## config.mk

```make
export PLATFORM = sky130hd
export DESIGN_NAME = palette_pixel_unpacker
export DESIGN_NICKNAME = d
export VERILOG_FILES = /design/src/hdl/ppu_pkg.sv /design/src/hdl/ppu_front.sv /design/src/hdl/ppu_back.sv /design/src/hdl/palette_pixel_unpacker.sv
export SDC_FILE = /design/constraint.sdc
export NUM_CORES = 1
export LEC_CHECK = 0
export CORE_MARGIN = 3
export CORE_UTILIZATION = 28
export DETAILED_ROUTE_END_ITERATION = 12
export DONT_BUFFER_PORTS = 1
export PLACE_DENSITY_LB_ADDON = 0.2
export RECOVER_POWER = 25
export SLEW_MARGIN = 20
export SYNTH_ARGS = -nofsm -noshare
export SYNTH_HDL_FRONTEND = slang
export SYNTH_SLANG_ARGS = --single-unit
```

## constraint.sdc

```tcl
create_clock -name clk_i -period 11.8 [get_ports clk_i]
set_input_delay 0.59 -clock clk_i [delete_from_list [all_inputs] [get_ports clk_i]]
set_output_delay 0.59 -clock clk_i [all_outputs]
set_load 0.05 [all_outputs]
```

## src/hdl/ppu_pkg.sv

```systemverilog
// Shared types, constants and helper functions for the palette pixel unpacker.
`default_nettype none
package ppu_pkg;

  localparam int unsigned PALETTE_ENTRIES = 16;
  localparam int unsigned SLOT_W          = $clog2(PALETTE_ENTRIES);
  localparam int unsigned COLOUR_W        = 13;
  localparam int unsigned MAX_WIDTH       = 4096;
  localparam int unsigned MAX_HEIGHT      = 1024;
  localparam int unsigned COL_W           = $clog2(MAX_WIDTH);
  localparam int unsigned LINE_W          = $clog2(MAX_HEIGHT);
  localparam int unsigned WIDTH_W         = COL_W + 1;
  localparam int unsigned HEIGHT_W        = LINE_W + 1;
  localparam int unsigned CFG_DATA_W      = 13;
  localparam int unsigned QUEUE_DEPTH     = 4;
  localparam int unsigned QPTR_W          = $clog2(QUEUE_DEPTH);

  localparam logic [WIDTH_W-1:0]  WIDTH_RESET  = WIDTH_W'(640);
  localparam logic [HEIGHT_W-1:0] HEIGHT_RESET = HEIGHT_W'(256);

  typedef enum logic {
    ACT_DATA    = 1'b0,
    ACT_PALETTE = 1'b1
  } action_e;

  typedef enum logic [1:0] {
    DEPTH_1BPP = 2'd0,
    DEPTH_2BPP = 2'd1,
    DEPTH_4BPP = 2'd2,
    DEPTH_8BPP = 2'd3
  } depth_e;

  typedef enum logic [1:0] {
    CFG_LINE_WIDTH   = 2'd0,
    CFG_FRAME_HEIGHT = 2'd1,
    CFG_DEPTH_MODE   = 2'd2
  } cfg_index_e;

  typedef struct packed {
    action_e               action;
    logic [7:0]            data_byte;
    logic [SLOT_W-1:0]     palette_slot;
    logic [COLOUR_W-1:0]   palette_colour;
  } cmd_t;

  typedef struct packed {
    logic [WIDTH_W-1:0]  line_width;
    logic [HEIGHT_W-1:0] frame_height;
    depth_e              depth_mode;
  } cfg_t;

  // Each 4-bit channel is widened by repeating the nibble; bit 12 makes the pixel clear.
  function automatic logic [31:0] colour_to_argb(input logic [COLOUR_W-1:0] c);
    logic [7:0] a;
    a = c[12] ? 8'h00 : 8'hFF;
    return {a, c[3:0], c[3:0], c[7:4], c[7:4], c[11:8], c[11:8]};
  endfunction

endpackage
`default_nettype wire

```

## src/hdl/ppu_front.sv

```systemverilog
// Front end: accepts input items, tags them as data or palette writes and queues them.
`default_nettype none
module ppu_front (
  input  wire logic                          clk_i,
  input  wire logic                          rst_ni,
  input  wire logic                          in_valid_i,
  output logic                               in_ready_o,
  input  wire logic                          action_i,
  input  wire logic [7:0]                    data_byte_i,
  input  wire logic [ppu_pkg::SLOT_W-1:0]    palette_slot_i,
  input  wire logic [ppu_pkg::COLOUR_W-1:0]  palette_colour_i,
  output logic                               head_valid_o,
  output ppu_pkg::cmd_t                      head_o,
  input  wire logic                          pop_i
);

  ppu_pkg::cmd_t                  mem_q [ppu_pkg::QUEUE_DEPTH];
  ppu_pkg::cmd_t                  cmd;
  logic [ppu_pkg::QPTR_W-1:0]     wr_ptr_q, wr_ptr_d;
  logic [ppu_pkg::QPTR_W-1:0]     rd_ptr_q, rd_ptr_d;
  logic [ppu_pkg::QPTR_W:0]       count_q, count_d;
  logic                           push;
  logic                           pop;

  always_comb begin
    cmd.action         = action_i ? ppu_pkg::ACT_PALETTE : ppu_pkg::ACT_DATA;
    cmd.data_byte      = data_byte_i;
    cmd.palette_slot   = palette_slot_i;
    cmd.palette_colour = palette_colour_i;
  end

  assign in_ready_o   = (count_q != (ppu_pkg::QPTR_W + 1)'(ppu_pkg::QUEUE_DEPTH));
  assign push         = in_valid_i && in_ready_o;
  assign head_valid_o = (count_q != '0);
  assign head_o       = mem_q[rd_ptr_q];
  assign pop          = pop_i && head_valid_o;

  always_comb begin
    wr_ptr_d = push ? wr_ptr_q + 1'b1 : wr_ptr_q;
    rd_ptr_d = pop ? rd_ptr_q + 1'b1 : rd_ptr_q;
    count_d  = count_q;
    if (push && !pop) begin
      count_d = count_q + 1'b1;
    end else if (pop && !push) begin
      count_d = count_q - 1'b1;
    end
  end

  always_ff @(posedge clk_i or negedge rst_ni) begin
    if (!rst_ni) begin
      wr_ptr_q <= '0;
      rd_ptr_q <= '0;
      count_q  <= '0;
    end else begin
      wr_ptr_q <= wr_ptr_d;
      rd_ptr_q <= rd_ptr_d;
      count_q  <= count_d;
    end
  end

  always_ff @(posedge clk_i) begin
    if (push) begin
      mem_q[wr_ptr_q] <= cmd;
    end
  end

  assert property (@(posedge clk_i) disable iff (!rst_ni)
    (count_q == '0) |-> !pop_i || !head_valid_o)
    else $error("queue popped while empty");

  assert property (@(posedge clk_i) disable iff (!rst_ni)
    (push && !pop) |=> (count_q == $past(count_q) + 1'b1))
    else $error("queue count missed a push");

  assert property (@(posedge clk_i) disable iff (!rst_ni)
    count_q <= (ppu_pkg::QPTR_W + 1)'(ppu_pkg::QUEUE_DEPTH))
    else $error("queue count beyond depth");

endmodule
`default_nettype wire

```

## src/hdl/ppu_back.sv

```systemverilog
// Back end: palette store, column and line counters, and pixel generation one per cycle unless the output stalls.
`default_nettype none
module ppu_back (
  input  wire logic           clk_i,
  input  wire logic           rst_ni,
  input  wire ppu_pkg::cfg_t  cfg_i,
  input  wire logic           head_valid_i,
  input  wire ppu_pkg::cmd_t  head_i,
  output logic                pop_o,
  output logic                out_valid_o,
  input  wire logic           out_ready_i,
  output logic [31:0]         argb_o,
  output logic                last_of_byte_o,
  output logic                end_of_line_o,
  output logic                end_of_frame_o
);

  logic [ppu_pkg::COLOUR_W-1:0] palette_q [ppu_pkg::PALETTE_ENTRIES];
  logic [ppu_pkg::COL_W-1:0]    col_q, col_d;
  logic [ppu_pkg::LINE_W-1:0]   line_q, line_d;
  logic [2:0]                   pix_q, pix_d;
  logic                         out_valid_q;
  logic [31:0]                  argb_q;
  logic                         last_q, eol_q, eof_q;

  logic [ppu_pkg::WIDTH_W-1:0]  width;
  logic [ppu_pkg::HEIGHT_W-1:0] height;
  logic [ppu_pkg::WIDTH_W-1:0]  col_plus;
  logic [ppu_pkg::HEIGHT_W-1:0] line_plus;
  logic [5:0]                   shamt_wide;
  logic [2:0]                   shamt;
  logic [7:0]                   field;
  logic [3:0]                   idx_mask;
  logic [3:0]                   idx;
  logic [ppu_pkg::COLOUR_W-1:0] colour;
  logic                         is_palette;
  logic                         is_data;
  logic                         emit;
  logic                         eol;
  logic                         eof;
  logic                         last;

  // Zero sizes count as one, oversized ones saturate to the maximum.
  always_comb begin
    if (cfg_i.line_width == '0) begin
      width = ppu_pkg::WIDTH_W'(1);
    end else if (cfg_i.line_width > ppu_pkg::WIDTH_W'(ppu_pkg::MAX_WIDTH)) begin
      width = ppu_pkg::WIDTH_W'(ppu_pkg::MAX_WIDTH);
    end else begin
      width = cfg_i.line_width;
    end
    if (cfg_i.frame_height == '0) begin
      height = ppu_pkg::HEIGHT_W'(1);
    end else if (cfg_i.frame_height > ppu_pkg::HEIGHT_W'(ppu_pkg::MAX_HEIGHT)) begin
      height = ppu_pkg::HEIGHT_W'(ppu_pkg::MAX_HEIGHT);
    end else begin
      height = cfg_i.frame_height;
    end
  end

  assign is_palette = head_valid_i && (head_i.action == ppu_pkg::ACT_PALETTE);
  assign is_data    = head_valid_i && (head_i.action == ppu_pkg::ACT_DATA);
  assign emit       = is_data && (!out_valid_q || out_ready_i);

  assign col_plus  = {1'b0, col_q} + ppu_pkg::WIDTH_W'(1);
  assign line_plus = {1'b0, line_q} + ppu_pkg::HEIGHT_W'(1);
  assign eol       = (col_plus >= width);
  assign eof       = eol && (line_plus >= height);

  // A byte ends at its last field or earlier when the line ends inside it.
  assign last = eol || (pix_q == (3'd7 >> cfg_i.depth_mode));

  assign shamt_wide = 6'(pix_q) << cfg_i.depth_mode;
  assign shamt      = shamt_wide[2:0];
  assign field      = head_i.data_byte >> shamt;

  always_comb begin
    unique case (cfg_i.depth_mode)
      ppu_pkg::DEPTH_1BPP: idx_mask = 4'h1;
      ppu_pkg::DEPTH_2BPP: idx_mask = 4'h3;
      ppu_pkg::DEPTH_4BPP: idx_mask = 4'hF;
      ppu_pkg::DEPTH_8BPP: idx_mask = 4'hF;
      default:             idx_mask = 4'hF;
    endcase
  end

  assign idx = field[3:0] & idx_mask;

  always_comb begin
    colour = palette_q[idx];
    if (cfg_i.depth_mode == ppu_pkg::DEPTH_8BPP) begin
      colour[7:4] = head_i.data_byte[7:4];
    end
  end

  assign pop_o = is_palette || (emit && last);

  always_comb begin
    col_d  = col_q;
    line_d = line_q;
    pix_d  = pix_q;
    if (emit) begin
      pix_d = last ? 3'd0 : pix_q + 3'd1;
      if (eol) begin
        col_d  = '0;
        line_d = eof ? '0 : line_plus[ppu_pkg::LINE_W-1:0];
      end else begin
        col_d = col_plus[ppu_pkg::COL_W-1:0];
      end
    end
  end

  always_ff @(posedge clk_i or negedge rst_ni) begin
    if (!rst_ni) begin
      for (int i = 0; i < ppu_pkg::PALETTE_ENTRIES; i++) begin
        palette_q[i] <= '0;
      end
      col_q       <= '0;
      line_q      <= '0;
      pix_q       <= '0;
      out_valid_q <= 1'b0;
    end else begin
      if (is_palette) begin
        palette_q[head_i.palette_slot] <= head_i.palette_colour;
      end
      col_q  <= col_d;
      line_q <= line_d;
      pix_q  <= pix_d;
      if (emit) begin
        out_valid_q <= 1'b1;
      end else if (out_ready_i) begin
        out_valid_q <= 1'b0;
      end
    end
  end

  always_ff @(posedge clk_i) begin
    if (emit) begin
      argb_q <= ppu_pkg::colour_to_argb(colour);
      last_q <= last;
      eol_q  <= eol;
      eof_q  <= eof;
    end
  end

  assign out_valid_o    = out_valid_q;
  assign argb_o         = argb_q;
  assign last_of_byte_o = last_q;
  assign end_of_line_o  = eol_q;
  assign end_of_frame_o = eof_q;

  assert property (@(posedge clk_i) disable iff (!rst_ni)
    (out_valid_q && eof_q) |-> (eol_q && last_q))
    else $error("frame end without line end and byte end");

  assert property (@(posedge clk_i) disable iff (!rst_ni)
    (out_valid_q && eol_q) |-> last_q)
    else $error("line end did not close the byte");

  assert property (@(posedge clk_i) disable iff (!rst_ni)
    (emit && eol) |=> (col_q == '0))
    else $error("column counter not cleared at line end");

  assert property (@(posedge clk_i) disable iff (!rst_ni)
    !head_valid_i |-> (pix_q == '0))
    else $error("pixel counter left mid-byte with no item");

  assert property (@(posedge clk_i) disable iff (!rst_ni)
    (is_data && pop_o) |-> emit)
    else $error("data item dropped without output");

endmodule
`default_nettype wire

```

## src/hdl/palette_pixel_unpacker.sv

```systemverilog
// Top level: configuration registers, front queue and pixel back end.
//
//  Channel  Handshake                 Payload
//  in       in_valid_i / in_ready_o   action_i, data_byte_i, palette_slot_i, palette_colour_i
//  out      out_valid_o / out_ready_i argb_o, last_of_byte_o, end_of_line_o, end_of_frame_o
//  cfg      cfg_valid_i / cfg_ready_o cfg_index_i, cfg_data_i
//
// A data item yields one pixel per cycle while the output is not stalled: 8, 4, 2 or 1
// pixels for 1, 2, 4 or 8 bpp, fewer where the line ends inside the byte; a palette
// write yields no pixel. The single pixel generator in the back end sets that rate.
// Items pass a four-entry queue, so up to four items are still taken while the output
// stalls; after that in_ready_o drops until the back end pops one.
// Reset clears the palette, the counters and the queue and loads the default sizes.
`default_nettype none
module palette_pixel_unpacker (
  input  wire logic                            clk_i,
  input  wire logic                            rst_ni,
  input  wire logic                            in_valid_i,
  output logic                                 in_ready_o,
  input  wire logic                            action_i,
  input  wire logic [7:0]                      data_byte_i,
  input  wire logic [ppu_pkg::SLOT_W-1:0]      palette_slot_i,
  input  wire logic [ppu_pkg::COLOUR_W-1:0]    palette_colour_i,
  output logic                                 out_valid_o,
  input  wire logic                            out_ready_i,
  output logic [31:0]                          argb_o,
  output logic                                 last_of_byte_o,
  output logic                                 end_of_line_o,
  output logic                                 end_of_frame_o,
  input  wire logic                            cfg_valid_i,
  output logic                                 cfg_ready_o,
  input  wire logic [1:0]                      cfg_index_i,
  input  wire logic [ppu_pkg::CFG_DATA_W-1:0]  cfg_data_i
);

  ppu_pkg::cfg_t  cfg_q;
  ppu_pkg::cmd_t  head;
  logic           head_valid;
  logic           pop;
  logic           cfg_wr;

  assign cfg_ready_o = 1'b1;
  assign cfg_wr      = cfg_valid_i && cfg_ready_o;

  always_ff @(posedge clk_i or negedge rst_ni) begin
    if (!rst_ni) begin
      cfg_q.line_width   <= ppu_pkg::WIDTH_RESET;
      cfg_q.frame_height <= ppu_pkg::HEIGHT_RESET;
      cfg_q.depth_mode   <= ppu_pkg::DEPTH_8BPP;
    end else if (cfg_wr) begin
      unique case (cfg_index_i)
        ppu_pkg::CFG_LINE_WIDTH: begin
          cfg_q.line_width <= cfg_data_i[ppu_pkg::WIDTH_W-1:0];
        end
        ppu_pkg::CFG_FRAME_HEIGHT: begin
          cfg_q.frame_height <= cfg_data_i[ppu_pkg::HEIGHT_W-1:0];
        end
        ppu_pkg::CFG_DEPTH_MODE: begin
          cfg_q.depth_mode <= ppu_pkg::depth_e'(cfg_data_i[1:0]);
        end
        default: begin
        end
      endcase
    end
  end

  ppu_front u_front (
    .clk_i            (clk_i),
    .rst_ni           (rst_ni),
    .in_valid_i       (in_valid_i),
    .in_ready_o       (in_ready_o),
    .action_i         (action_i),
    .data_byte_i      (data_byte_i),
    .palette_slot_i   (palette_slot_i),
    .palette_colour_i (palette_colour_i),
    .head_valid_o     (head_valid),
    .head_o           (head),
    .pop_i            (pop)
  );

  ppu_back u_back (
    .clk_i          (clk_i),
    .rst_ni         (rst_ni),
    .cfg_i          (cfg_q),
    .head_valid_i   (head_valid),
    .head_i         (head),
    .pop_o          (pop),
    .out_valid_o    (out_valid_o),
    .out_ready_i    (out_ready_i),
    .argb_o         (argb_o),
    .last_of_byte_o (last_of_byte_o),
    .end_of_line_o  (end_of_line_o),
    .end_of_frame_o (end_of_frame_o)
  );

endmodule
`default_nettype wire
```

Word-level counts from Yosys, hierarchy flattened
Memory sizes are Yosys's and may differ from the RTL's.
Cells that the tools add are included.
- bits in writable memories: 104
- memories kept: 1
- output and inout port bits: 38
- input bits: 46
- register bits after elaboration: 302
- memory list (memory ; words ; bits a word ; rd ports ; clocked after Yosys merged registers in ; wr ports ; line ; RTL):
    u_front.mem_q ; 4 ; 26 ; 1 ; 0 ; 1 ; ppu_front.sv:17 ; ppu_pkg::cmd_t mem_q [ppu_pkg::QUEUE_DEPTH];
- reduce and logical (&&, ||, !) cells: 28
- multiplexer cells: 23
- equal/unequal tests: 7
- magnitude comparators: 7
- shift operators: 3
- $add $sub $neg: 7
- bitwise gates (word level): 4
- operators by type and width (kind ; number):
    bitwise mux 208 bit ; 1
    2-to-1 mux 13 bit ; 5
    binary-select mux 13 bit (select 4 bit) ; 1
    demux 13 bit (select 4 bit) ; 1
    2-to-1 mux 11 bit ; 2
    adder 12 x 1 -> 13 bit (second input constant) ; 1
    greater-or-equal comparator 13 bit ; 1
    greater-than comparator 13 bit (second input constant) ; 1
    logical NOT 13 bit ; 1
    2-to-1 mux 12 bit ; 1
    one-hot mux 4 bit (3 select lines) ; 1
    adder 10 x 1 -> 11 bit (second input constant) ; 1
    greater-or-equal comparator 11 bit ; 1
    greater-than comparator 11 bit (second input constant) ; 1
    logical NOT 11 bit ; 1
    greater-or-equal comparator 5 bit (second input constant) ; 2
    logical AND 1 bit ; 10
    2-to-1 mux 10 bit ; 1
    NOT 4 -> 5 bit ; 2
    2-to-1 mux 3 bit ; 3
    2-to-1 mux 8 bit ; 1
    AND reduction 2 bit ; 4
    right shift 8 x 3 -> 4 bit ; 1
    adder 3 x 1 -> 3 bit (second input constant) ; 2
    19 further kinds ; 33

Depth between registers and ports, before layout
Gate-level depths: netlist of run 1.
- word-level depth: 11
- gate-level depth with buffers: 17

Modules after synthesis
Synthesis of run 1 repeated with hierarchy kept, for this count alone.
- cells, all modules: 1249
- area, all modules: 18104.9 µm²
- modules (own cells, without submodules) (module ; cells an instance ; instances ; seq. area each (µm²) ; area each (µm²)):
    ppu_back ; 1019 ; 1 ; 6336.1 ; 12876.1
    ppu_front ; 171 ; 1 ; 3298.2 ; 4211.5
    palette_pixel_unpacker ; 59 ; 1 ; 656.9 ; 1017.2

Least setup slack after synthesis of run 1
No wires, ideal clock.
- path type: reg-to-reg
- from: reg u_back.col_q[0] in the netlist's numbering
- to: reg u_front.count_q[2] in the netlist's numbering
- setup slack: 7937 ps
- stages on the path, launching flop included: 18
- data arrival time: 3784 ps
- path buffers: 0
- clock period less this slack: 3863 ps
- path through: dfrtp_1 -> ha_1 -> nand3_1 -> xnor2_1 -> ha_1 -> a21o_1 -> a21o_1 -> a21oi_1 -> o221ai_1 -> a221oi_1 -> a21oi_1 -> nor2_1 -> ha_1 -> inv_1 -> fa_1 -> xor2_1 -> nor2_1 -> xor2_1
- longest elaborated chain between the ends: 9
- ends and longest elaborated chain (what ; line ; RTL):
    from (decl) ; ppu_back.sv:19 ; logic [ppu_pkg::COL_W-1:0] col_q, col_d;
    from (signal assigned) ; ppu_back.sv:126 ; col_q <= col_d;
    adder 12 x 1 -> 13 bit (*) ; ppu_back.sv:65 ; assign col_plus = {1'b0, col_q} + ppu_pkg::WIDTH_W'(1);
    greater-or-equal comparator 13 bit (*) ; ppu_back.sv:67 ; assign eol = (col_plus >= width);
    logical OR 1 bit (*) ; ppu_back.sv:71 ; assign last = eol || (pix_q == (3'd7 >> cfg_i.depth_mode));
    logical AND 1 bit (*) ; ppu_back.sv:96 ; assign pop_o = is_palette || (emit && last);
    logical OR 1 bit (*) ; ppu_back.sv:96 ;
    logical AND 1 bit (*) ; ppu_front.sv:36 ; assign pop = pop_i && head_valid_o;
    logical NOT 1 bit ; ppu_front.sv:42 ; if (push && !pop) begin
    logical AND 1 bit ; ppu_front.sv:42 ;
    2-to-1 mux 3 bit or nonzero test 2 bit (tied branches) ; n/a ;
    to (signal assigned) ; ppu_front.sv:57 ; count_q <= count_d;
    to (decl) ; ppu_front.sv:21 ; logic [ppu_pkg::QPTR_W:0] count_q, count_d;
Every way passes the cells marked *; elsewhere a longest branch is shown, timed or not.
A chain may end at the register's enable or synchronous reset.

Final worst setup path of run 1
- from: reg u_front.rd_ptr_q[1] in the netlist's numbering
- to: reg u_back.argb_q[14] (netlist: u_back.argb_o[14]), data pin
- longest elaborated chain between the ends: 8
- ends and longest elaborated chain (what ; line ; RTL):
    from (decl) ; ppu_front.sv:20 ; logic [ppu_pkg::QPTR_W-1:0] rd_ptr_q, rd_ptr_d;
    from (signal assigned) ; ppu_front.sv:56 ; rd_ptr_q <= rd_ptr_d;
    memory (4 x 26 bit) (*) ; n/a ;
    right shift 8 x 3 -> 4 bit ; ppu_back.sv:75 ; assign field = head_i.data_byte >> shamt;
    bitwise AND 4 bit ; ppu_back.sv:87 ; assign idx = field[3:0] & idx_mask;
    NOT 4 -> 5 bit (implied by the code) ; ppu_back.sv:90 ; colour = palette_q[idx];
    binary-select mux 13 bit (select 4 bit) ; ppu_back.sv:90 ;
    2-to-1 mux 13 bit (implied by the code) (2 in a row) ; ppu_back.sv:90 ;
    2-to-1 mux 4 bit (*) ; ppu_back.sv:91 ; if (cfg_i.depth_mode == ppu_pkg::DEPTH_8BPP) begin
    net u_back.colour (one bit) ; ppu_back.sv:35 ; logic [ppu_pkg::COLOUR_W-1:0] colour;
    to (signal assigned) ; ppu_back.sv:139 ; argb_q <= ppu_pkg::colour_to_argb(colour);
    to (decl) ; ppu_back.sv:23 ; logic [31:0] argb_q;
Mark *: on every way through the listed nets, which the timed path passes. The rest lies on a longest branch. The select of a mux whose other input is x is not followed.

==> flow_summary_export.csv, run 1 <==
group,metric,value,unit
critical_path,r2r-start,"u_front.rd_ptr_q[1]",
drt,vias,9457,
logic_synthesis,synth_top_family_by_area,"multiplexers",
logic_synthesis,yosys.area.top_type,"dfrtp_1",
power,power_leakage,8.07,nW
logic_synthesis,synth-edff-count,120,
logic_synthesis,yosysSeqAreaShare,58.6,%
logic_synthesis,synth_fp_nets,1221,
global_routing,grt.met2_usage,22.1,%
floorplanning,die_height,256,um
global_routing,antenna_found_initial,1,
timing,hold_viol,0,
final_layout,fillers,6014,
timing,skew,0.0414,ns
floorplanning,core,0.0618,mm^2
timing,setup_violations,0,
place,place.gp.congestion,0.722,
final_layout,fin_util,32.4,%
global_routing,grt_max_degree,268,
timing,fin_tns_setup,0,ns
place,hpwl,25.7,mm
critical_path,path_max_fanout,48,
clock_network,cts.sinks,387,
hold_path,hp-start,"palette_colour_i[3]",
logic_synthesis,synth_compound_area_share,4.28,%
final_layout,nets,1208,
power,ir_drop,286,uV
clock_network,htree_levels,2,
logic_synthesis,synth_top_area_share,37.4,%
logic_synthesis,yosysMostFrequentCell,"dfrtp_1",
global_routing,grt-ovfl-total,0,
clock_network,numCtsBuffers,45,
floorplanning,die_w,256,um
floorplanning,die_area,0.0657,mm^2
power,power,0.00614,W
final_layout,diodes,0,
clock_network,cts_resized,0,
drt,wl,42.2,mm
global_routing,grt_usage,13.0,%
logic_synthesis,synthMuxAreaShare,26.0,%
global_routing,met3_usage,2.80,%
global_routing,grt_use_met1,16.8,%
drt,drc,0,
timing,rsz0062_at_grt,"false",
timing,period_needed,4.53,ns
critical_path,crit_type,"reg2reg",
clock_network,ctsLongestPathBuffers,3,
run_status,status,"finished, violations left",
critical_path,crit_path_end_kind,"register",
timing,fin_crit_sh,38.4,%
drt,viasPerCell,4.72,
run_status,violations,"capacitance limit, slew limit",
timing,slew_viol_final,15,
hold_path,hold_class,"in2reg",
final_layout,fin_area,0.0200,mm^2
global_routing,first_global_vias,10100,
timing,fmax,221,MHz
logic_synthesis,synthXorXnorAreaFrac,1.20,%
power,combinationalPowerShare,36.7,%
timing,max-slew-margin-rel,-42.8,%
logic_synthesis,syn-cell-area,0.0176,mm^2
drt,wl_per_cell,21.1,um
floorplanning,start_util,28.4,%
global_routing,grt_pass1_wl,65.2,mm
critical_path,worstRegToRegCells,8,
flow_run,drv_cap,1,
floorplanning,pin_count,84,
timing,worst_slew_pin_slew,2.14,ns
clock_network,root_buffer,"clkbuf_16",
clock_network,tritoncts,"done",
clock_network,postCtsSetupBuffers,0,
final_layout,areaGrowthSynthToFinish,14.2,%
logic_synthesis,synth.avg_cell_area,15.4,um^2
clock_network,clock_latency,0.60,ns
drt,postRouteAntennaNets,0,
logic_synthesis,synth.ff_latch_count,387,
logic_synthesis,synthAdderAreaFrac,2.40,%
drt,drt_pass1_iterations,4,
place,io_buffers,0,
critical_path,crit_start,"u_front.rd_ptr_q[1]",
logic_synthesis,yosys.area_share.simple,4.74,%
power,clock_power_share,24.7,%
hold_path,hold_depth,0,
power,power_frac_seq,38.6,%
power,swShare,35.7,%
logic_synthesis,ys_async_sr_fraction,69.0,%
critical_path,worst_ep_required_time,12.10,ns
logic_synthesis,synth_area_leaders,"dfrtp_1, edfxtp_1, mux2_2",
global_routing,top_usage_layer,"met2",
logic_synthesis,synth_cell_types,56,
timing,hold_ws,0.0933,ns
place,place_area,0.0183,mm^2
power,internal_power,0.00395,W
critical_path,worstSetupStartpointType,"register",
power,p_sw,0.00219,W
logic_synthesis,synth_top_cells_by_count,"dfrtp_1, mux2_2, edfxtp_1, nand2_1, mux4_2",
critical_path,cp.arrival,4.83,ns
clock_network,path_clk_slew,0.06,ns
power,power_per_cell_area,306,mW/mm^2
logic_synthesis,synthFlopType,"dfrtp_1",
final_layout,drive_above_1_share,35.1,%
logic_synthesis,netlist_instances,1142,
logic_synthesis,yosysWarnings,0,
floorplanning,rows,91,
critical_path,ff2ff_setup_slack,7.27,ns
drt,drt_iter0_drc,468,
## per-stage QoR
| stage | std cells | setup WS (ns) |
|---|---|---|
| final | 2003 | 7.27 |
| after global routing | 2003 | 6.98 |
| after CTS | 2000 | 7.15 |
| after detailed placement | 1915 | 7.20 |
| after global placement | 1915 | 7.29 |
| after floorplan | 1142 | 7.94 |
## power by group through the flow
| stage | Clock [W] | Sequential [W] | Combinational, W |
|---|---|---|---|
| floorplan | 0 | 0.00221 | 0.00192 |
| detailed placement | 0 | 0.00240 | 0.00229 |
| CTS | 0.00157 | 0.00238 | 0.00231 |
| global route | 0.00162 | 0.00244 | 0.00248 |
| finish | 0.00151 | 0.00237 | 0.00225 |
| global placement | 0 | 0.00239 | 0.00226 |
## cell type report
| class | count | area [um^2] | area share, % |
|---|---|---|---|
| Multi-Input combinational cell | 663 | 6800 | 33.9 |
| Sequential cell | 387 | 10300 | 51.4 |
| Tap cell | 837 | 1050 | 5.23 |
| Timing Repair Buffer | 20 | 201 | 1.01 |
| Clock buffer | 59 | 1280 | 6.38 |
| Clock inverter | 25 | 374 | 1.87 |
| Inverter | 12 | 45.0 | 0.225 |
## critical path: stages, from the launching register on
cell and delay [ns]:
dfrtp_1 0.75, buf_4 0.35, mux4_1 0.36, mux4_2 0.56
o22ai_4 0.14, buf_4 0.80, mux4_1 0.67, mux2_2 0.28
a221o_1 0.32
## cell families after synthesis
logic type	Yosys count
and+or+nand+nor	176
other	1
DFF	387
adders and majority gates	33
muxes	327
xor gates and xnor gates	24
buffers and inverters	92
AOI/OAI and AO/OA	102
## timing repair
action / CTS / global route
hold buffers: 1 / 1
hold endpoints to repair: 267 / 14
endpoints found under the setup margin: 0 / 0
## sequential cells by signal (all words and copies together) (netlist names), 2 cells and up
signal	count
u_front.mem_q	104
u_front.wr_ptr_q	2
u_front.rd_ptr_q	2
u_back.argb_o	13
u_back.pix_q	3
u_back.line_q	10
cfg_q	26
u_back.col_q	12
u_back.palette_q	208
u_front.count_q	3
## path summary, 6_finish.rpt
kind | endpoint
min reg2reg | u_back.palette_q[55]
max reg2reg | u_back.argb_o[14]
min | u_front.mem_q[1][3]
max in group asynchronous | u_back.palette_q[90]
max | u_back.argb_o[14]
min in group asynchronous | u_back.line_q[1]
## routing by layer
| layer | part of all wire [%] | vias up |
|---|---|---|
| met5 | 0 | - |
| met4 | 1.9 | 0 |
| met3 | 4.8 | 51 |
| met2 | 49 | 132 |
| met1 | 44 | 4994 |
| li1 | - | 4280 |
## placed cells by master, fill, tap and decap left out, types with 3 or more instances in the layout
cell type / count
a21o_1: 8
clkbuf_1: 5
nand2_1: 81
dfstp_2: 3
and2_1: 4
bufinv_16: 7
nor2b_1: 8
mux2_2: 246
nor3_1: 4
clkinv_2: 8
mux2i_1: 7
nor2_1: 22
nand2b_1: 8
clkinv_1: 5
dfrtp_1: 261
ha_1: 32
mux4_2: 53
nand3b_1: 4
a22o_1: 10
xnor2_1: 13
a22oi_1: 16
a221o_1: 4
a221oi_1: 7
clkbuf_8: 10
nand3_1: 16
a21oi_1: 6
o21ai_0: 22
xor2_1: 11
o221ai_1: 9
nor4_1: 4
and3_1: 16
clkbuf_16: 45
buf_4: 15
edfxtp_1: 120
mux4_1: 19
inv_1: 10
(Power assumes the default switching activity.)
==> run 2, diff against run 1 <==
- clock period: 11.8 -> 4.6 ns (I/O delays scaled with it)
==> run 2 against run 1 <==
  * Maximum frequency increased by 15%
  * Critical path type unchanged
  * Setup slack got worse by 6.6 ns
  * First-iteration DRC count increased by 21%
  * Non-clock buffer count increased by 62
  * Wire length increased by 1.2%
  * Sequential power increased to 2.6 times the previous value
  * Clock-buffer cell count increased by 7
  * Largest cell class unchanged
  * The flow finishes with violations (hold timing)
  * Global-route usage increased by 0.053 points
  * Power increased to 2.5 times the previous value
==> flow_summary_export.csv, run 2 (synthesis gave the netlist of run 1 again) <==
group,metric,value,unit
run_status,status,"finished, violations left",
run_status,violations,"hold timing",
floorplanning,die_height,256,um
clock_network,htree_levels,2,
critical_path,slowest_delay,0.42,ns
floorplanning,core,0.0618,mm^2
clock_network,numCtsBuffers,45,
power,power_per_cell_area,756,mW/mm^2
global_routing,grt_max_degree,268,
global_routing,grt_pass1_wl,65.9,mm
clock_network,path_clk_slew,0.06,ns
critical_path,cp_cell_sequence,"ha_1 -> nand3_1 -> xnor2_1 -> ha_1 -> a21o_1 -> a21o_1 -> a21oi_1 -> o221ai_1 -> a221oi_1 -> a21oi_1 -> nor2_1 -> ha_1 -> inv_1 -> fa_1 -> xor2_1 -> nor2_1 -> xor2_1",
timing,timing.final.ws_setup,0.648,ns
timing,rsz0062_at_grt,"false",
place,place.gp.congestion,0.759,
critical_path,crit_path_end_kind,"register",
clock_network,postCtsSetupBuffers,0,
critical_path,crit_type,"reg2reg",
critical_path,worstSetupStartpointType,"register",
clock_network,cts_resized,0,
timing,fin_tns_setup,0,ns
clock_network,cts.sinks,387,
drt,viasPerCell,4.71,
drt,drt_iter0_drc,566,
drt,drc,0,
floorplanning,rows,91,
critical_path,path_max_fanout,6,
final_layout,fin_area,0.0203,mm^2
clock_network,ctsLongestPathBuffers,3,
floorplanning,die_w,256,um
timing,fin_crit_sh,85.9,%
global_routing,antenna_found_initial,1,
timing,fmax,253,MHz
place,hpwl,26.9,mm
timing,hold_viol,267,
global_routing,first_global_vias,10300,
final_layout,largest_reg_flops,208,
final_layout,final_cell_mix,"dfrtp_1, mux2_2, edfxtp_1",
final_layout,layout_commonest_cell,"dfrtp_1",
critical_path,worst_ep_required_time,5.09,ns
critical_path,cp.arrival,4.45,ns
floorplanning,die_area,0.0657,mm^2
final_layout,nets,1270,
place,io_buffers,0,
drt,wl_per_cell,20.7,um
timing,setup_violations,0,
floorplanning,start_util,28.4,%
place,dp.cells,1931,
global_routing,grt_usage,13.0,%
place,pre_cts_slack,0.614,ns
flow_run,drv_cap,0,
drt,wl,42.7,mm
critical_path,cp_common_cell,"ha_1",
timing,period_needed,3.95,ns
power,power_leakage,8.19,nW
drt,drt_pass1_iterations,4,
floorplanning,pin_count,84,
place,place_area,0.0184,mm^2
clock_network,root_buffer,"clkbuf_16",
hold_path,hold_class,"in2async",
critical_path,crit_family,"compound AO/OA/AOI/OAI gates",
global_routing,grt-ovfl-total,0,
final_layout,drive_above_1_share,33.1,%
final_layout,layout.cells.non_filler,2065,
timing,max-slew-margin-rel,29.5,%
drt,vias,9717,
final_layout,top_regs,"u_back.palette_q (208), u_front.mem_q (104), cfg_q (26)",
clock_network,clock_latency,0.58,ns
critical_path,cp_slowest_cell,"dfrtp_1",
timing,slew_viol_final,0,
drt,postRouteAntennaNets,0,
clock_network,tritoncts,"done",
timing,skew,0.0290,ns
critical_path,r2r-start,"u_back.col_q[0]",
power,ir_drop,333,uV
timing,worst_slew_pin_slew,1.06,ns
final_layout,diodes,0,
final_layout,largest-register,"u_back.palette_q",
final_layout,areaGrowthSynthToFinish,15.7,%
critical_path,cp.buffers_inverters,1,
timing,hold_ws,-0.649,ns
critical_path,crit_start,"u_back.col_q[0]",
-- run 2: cell type report --
class                      instances  area [um^2]
fill                            5995        41500
sequential                       387        10300
multi-input combinational        663         6800
clock buffer                      66         1220
tap                              837         1050
timing repair buffer              82          766
clock inverter                    18          139
inverter                          12         45.0
-- run 2: power breakdown --
part | internal, W | total [W] | leakage [nW] | switching (W)
registers | 0.00494 | 0.00610 | 4.40 | 0.00116
logic | 0.00292 | 0.00591 | 3.13 | 0.00299
clock network | 0.00192 | 0.00335 | 0.663 | 0.00144
total | 0.00978 | 0.0154 | 8.19 | 0.00558
-- run 2: per-stage QoR --
| step | power (W) | utilization (%) |
|---|---|---|
| detailed placement | 0.0122 | 29.8 |
| CTS | 0.0156 | 32.8 |
| floorplan | 0.0106 | - |
| global route | 0.0163 | 32.9 |
| finish | 0.0154 | 32.9 |
| global placement | 0.0121 | 29.8 |
-- run 2: path summary, 6_finish.rpt --
path,to,slack [ns],cells after the start
min in group clk_i,cfg_q[14],0.11,2
worst min register to register,u_back.palette_q[55],0.49,1
worst min-delay path,cfg_q[9],-0.65,0
worst max register to register,u_front.count_q[2],0.65,17
max in group asynchronous,u_back.palette_q[117],4.54,0
worst max-delay path,u_front.count_q[2],0.65,17
-- run 2: routing by layer --
layer / wire length, um / GRT usage, % / vias to the layer above
li1: - / - / 4414
met2: 21000 / 22.1 / 110
met1: 19000 / 17.1 / 5138
met4: 888 / 3.95 / 0
met5: 0 / 0 / -
met3: 1820 / 2.19 / 55
-- run 2: what timing repair did --
item                                    in CTS  in global routing
hold buffers                                47                  3
endpoints found under the setup margin       0                  0
hold endpoints to repair                   399                273
==> run 3, diff against run 2 <==
- BUFFER_PORTS_ARGS: not set -> -buffer_cell sky130_fd_sc_hd__buf_2
- DONT_BUFFER_PORTS: 1 -> not set
==> run 3 against run 2 <==
  * Design area up 2.5%
  * The run ends with capacitance limit, slew limit left
  * Combinational power up 11%
  * Sequential share of layout area down 1.2 points
  * Clock-buffer cell count is 6 lower
  * Highest routed layer unchanged
  * First-iteration DRC count fell by 9.4%
  * Clock skew rose by 0.0011 ns
  * Die area stayed put
  * Power rose by 3.9%
  * Clock power is 13% higher
  * Largest power group is now combinational logic
  * Sequential power decreased by 7.9%
==> flow_summary_export.csv, run 3 (synthesis gave the netlist of run 1 again) <==
group,metric,value,unit
floorplanning,die_height,256,um
final_layout,layout.cells.non_filler,2139,
power,internal_power,0.0103,W
drt,drt_pass1_iterations,4,
floorplanning,start_util,28.4,%
timing,fin_tns_setup,0,ns
place,hpwl,27.0,mm
floorplanning,die_area,0.0657,mm^2
drt,viasPerCell,4.70,
critical_path,crit_type,"reg2reg",
final_layout,nets,1344,
critical_path,cp.arrival,4.46,ns
critical_path,path_max_fanout,6,
timing,slew_viol_final,96,
drt,vias,10100,
final_layout,largest_reg_flops,208,
critical_path,worstSetupStartpointType,"register",
run_status,status,"finished, violations left",
clock_network,numCtsBuffers,45,
power,combinationalPowerShare,41.1,%
floorplanning,core,0.0618,mm^2
clock_network,tritoncts,"done",
clock_network,ctsLongestPathBuffers,3,
place,io_buffers,82,
hold_path,hold_class,"in2reg",
timing,hold_viol,0,
global_routing,grt_usage,12.9,%
power,power_leakage,8.51,nW
flow_run,drv_cap,2,
timing,skew,0.0302,ns
clock_network,clock_latency,0.58,ns
timing,fin_crit_sh,86.4,%
final_layout,layout_commonest_cell,"dfrtp_1",
run_status,violations,"capacitance limit, slew limit",
hold_path,hold_depth,3,
timing,setup_violations,0,
clock_network,path_clk_slew,0.06,ns
floorplanning,die_w,256,um
clock_network,root_buffer,"clkbuf_16",
drt,postRouteAntennaNets,0,
power,swShare,35.6,%
global_routing,grt_pass1_wl,65.7,mm
drt,wl,42.3,mm
clock_network,postCtsSetupBuffers,0,
global_routing,antenna_found_initial,0,
final_layout,final_cell_mix,"dfrtp_1, mux2_2, edfxtp_1",
final_layout,largest-register,"u_back.palette_q",
critical_path,crit_path_end_kind,"register",
place,dp.cells,2014,
clock_network,htree_levels,2,
timing,fmax,252,MHz
critical_path,ff2ff_setup_slack,0.63,ns
floorplanning,rows,91,
global_routing,grt_max_degree,139,
power,ir_drop,369,uV
timing,rsz0062_at_grt,"false",
final_layout,areaGrowthSynthToFinish,18.7,%
final_layout,drive_above_1_share,36.6,%
timing,max-slew-margin-rel,-50.7,%
global_routing,first_global_vias,10600,
timing,worst_slew_pin_slew,2.26,ns
global_routing,grt-ovfl-total,0,
power,p_sw,0.00569,W
place,place.gp.congestion,0.741,
timing,period_needed,3.97,ns
final_layout,top_regs,"u_back.palette_q (208), u_front.mem_q (104), cfg_q (26)",
power,power_per_cell_area,766,mW/mm^2
power,clock_power_share,23.7,%
drt,wl_per_cell,19.8,um
clock_network,cts_resized,0,
drt,drt_iter0_drc,513,
power,power_frac_seq,35.2,%
floorplanning,pin_count,84,
critical_path,worstRegToRegCells,17,
drt,drc,0,
critical_path,worst_ep_required_time,5.09,ns
clock_network,cts.sinks,387,
[run 3: cell types whose count changed in the layout (fill, tap and decap cells not counted), moves of 2 or more]
| cell | previous run | this run |
|---|---|---|
| clkbuf_1 | 19 | 33 |
| clkinvlp_4 | 2 | 4 |
| bufinv_16 | 1 | 6 |
| clkbuf_8 | 2 | 8 |
| dlygate4sd3_1 | 50 | 41 |
| inv_6 | 2 | 0 |
| clkinv_1 | 6 | 4 |
| buf_2 | 0 | 54 |
[run 3: layer usage]
layer	GRT usage, %	part of all wire, %
met1	17.6	47
met2	21.4	48
met3	2.45	3.3
met4	3.20	1.9
met5	0	0
[run 3: path summary, 6_finish.rpt]
| path | startpoint | end |
|---|---|---|
| min in group asynchronous | rst_ni | cfg_q[11] |
| setup / recovery | u_back.col_q[0] | u_front.count_q[2] |
| hold reg to reg | u_back.palette_q[55] | u_back.palette_q[55] |
| max in group asynchronous | rst_ni | u_back.palette_q[179] |
| hold / removal | in_valid_i | u_front.wr_ptr_q[0] |
| setup reg to reg | u_back.col_q[0] | u_front.count_q[2] |
[run 3: layout make-up]
| cell class | count | area, um^2 |
|---|---|---|
| fillers | 6027 | 41000 |
| flip-flops and latches | 387 | 10300 |
| repair buffers | 156 | 1060 |
| well taps | 837 | 1050 |
| clock inverters | 23 | 303 |
| diodes | 1 | 2.50 |
| multi-input cells | 663 | 6790 |
| clock buffers | 60 | 1280 |
| inverters | 12 | 45.0 |
[run 3: power by group through the flow]
stage / sequential (W) / clock (W) / combinational, W
after floorplan: 0.00567 / 0 / 0.00492
after global placement: 0.00566 / 0 / 0.00658
after detailed placement: 0.00569 / 0 / 0.00663
after CTS: 0.00563 / 0.00390 / 0.00668
after global routing: 0.00578 / 0.00405 / 0.00712
final: 0.00562 / 0.00378 / 0.00655
[run 3: timing repair]
action,in CTS,in global routing
endpoints found under the setup margin,0,0
hold endpoints to repair,205,0
hold buffers,41,0
[run 3: critical path: stages, from the launching register on]
cell	delay, ns
dfrtp_1	0.43
ha_1	0.26
nand3_1	0.16
xnor2_1	0.25
ha_1	0.28
a21o_1	0.16
a21o_1	0.17
a21oi_1	0.13
o221ai_1	0.14
a221oi_1	0.41
a21oi_1	0.20
nor2_1	0.22
ha_1	0.22
inv_1	0.06
fa_1	0.37
xor2_1	0.17
nor2_1	0.12
xor2_1	0.16
[run 3: stage by stage]
stage / cell area, um^2 / setup WS [ns] / utilization (%) / total power, W / hold WS, ns
after floorplan: 17600 / 0.737 / - / 0.0106 / -0.0656
after global placement: 18900 / 0.693 / 30.5 / 0.0122 / 0.291
after detailed placement: 18900 / 0.647 / 30.5 / 0.0123 / 0.294
after CTS: 20900 / 0.622 / 33.8 / 0.0162 / 0.0989
after global routing: 20800 / 0.221 / 33.7 / 0.0170 / 0.159
final: 20800 / 0.626 / 33.7 / 0.0160 / 0.162
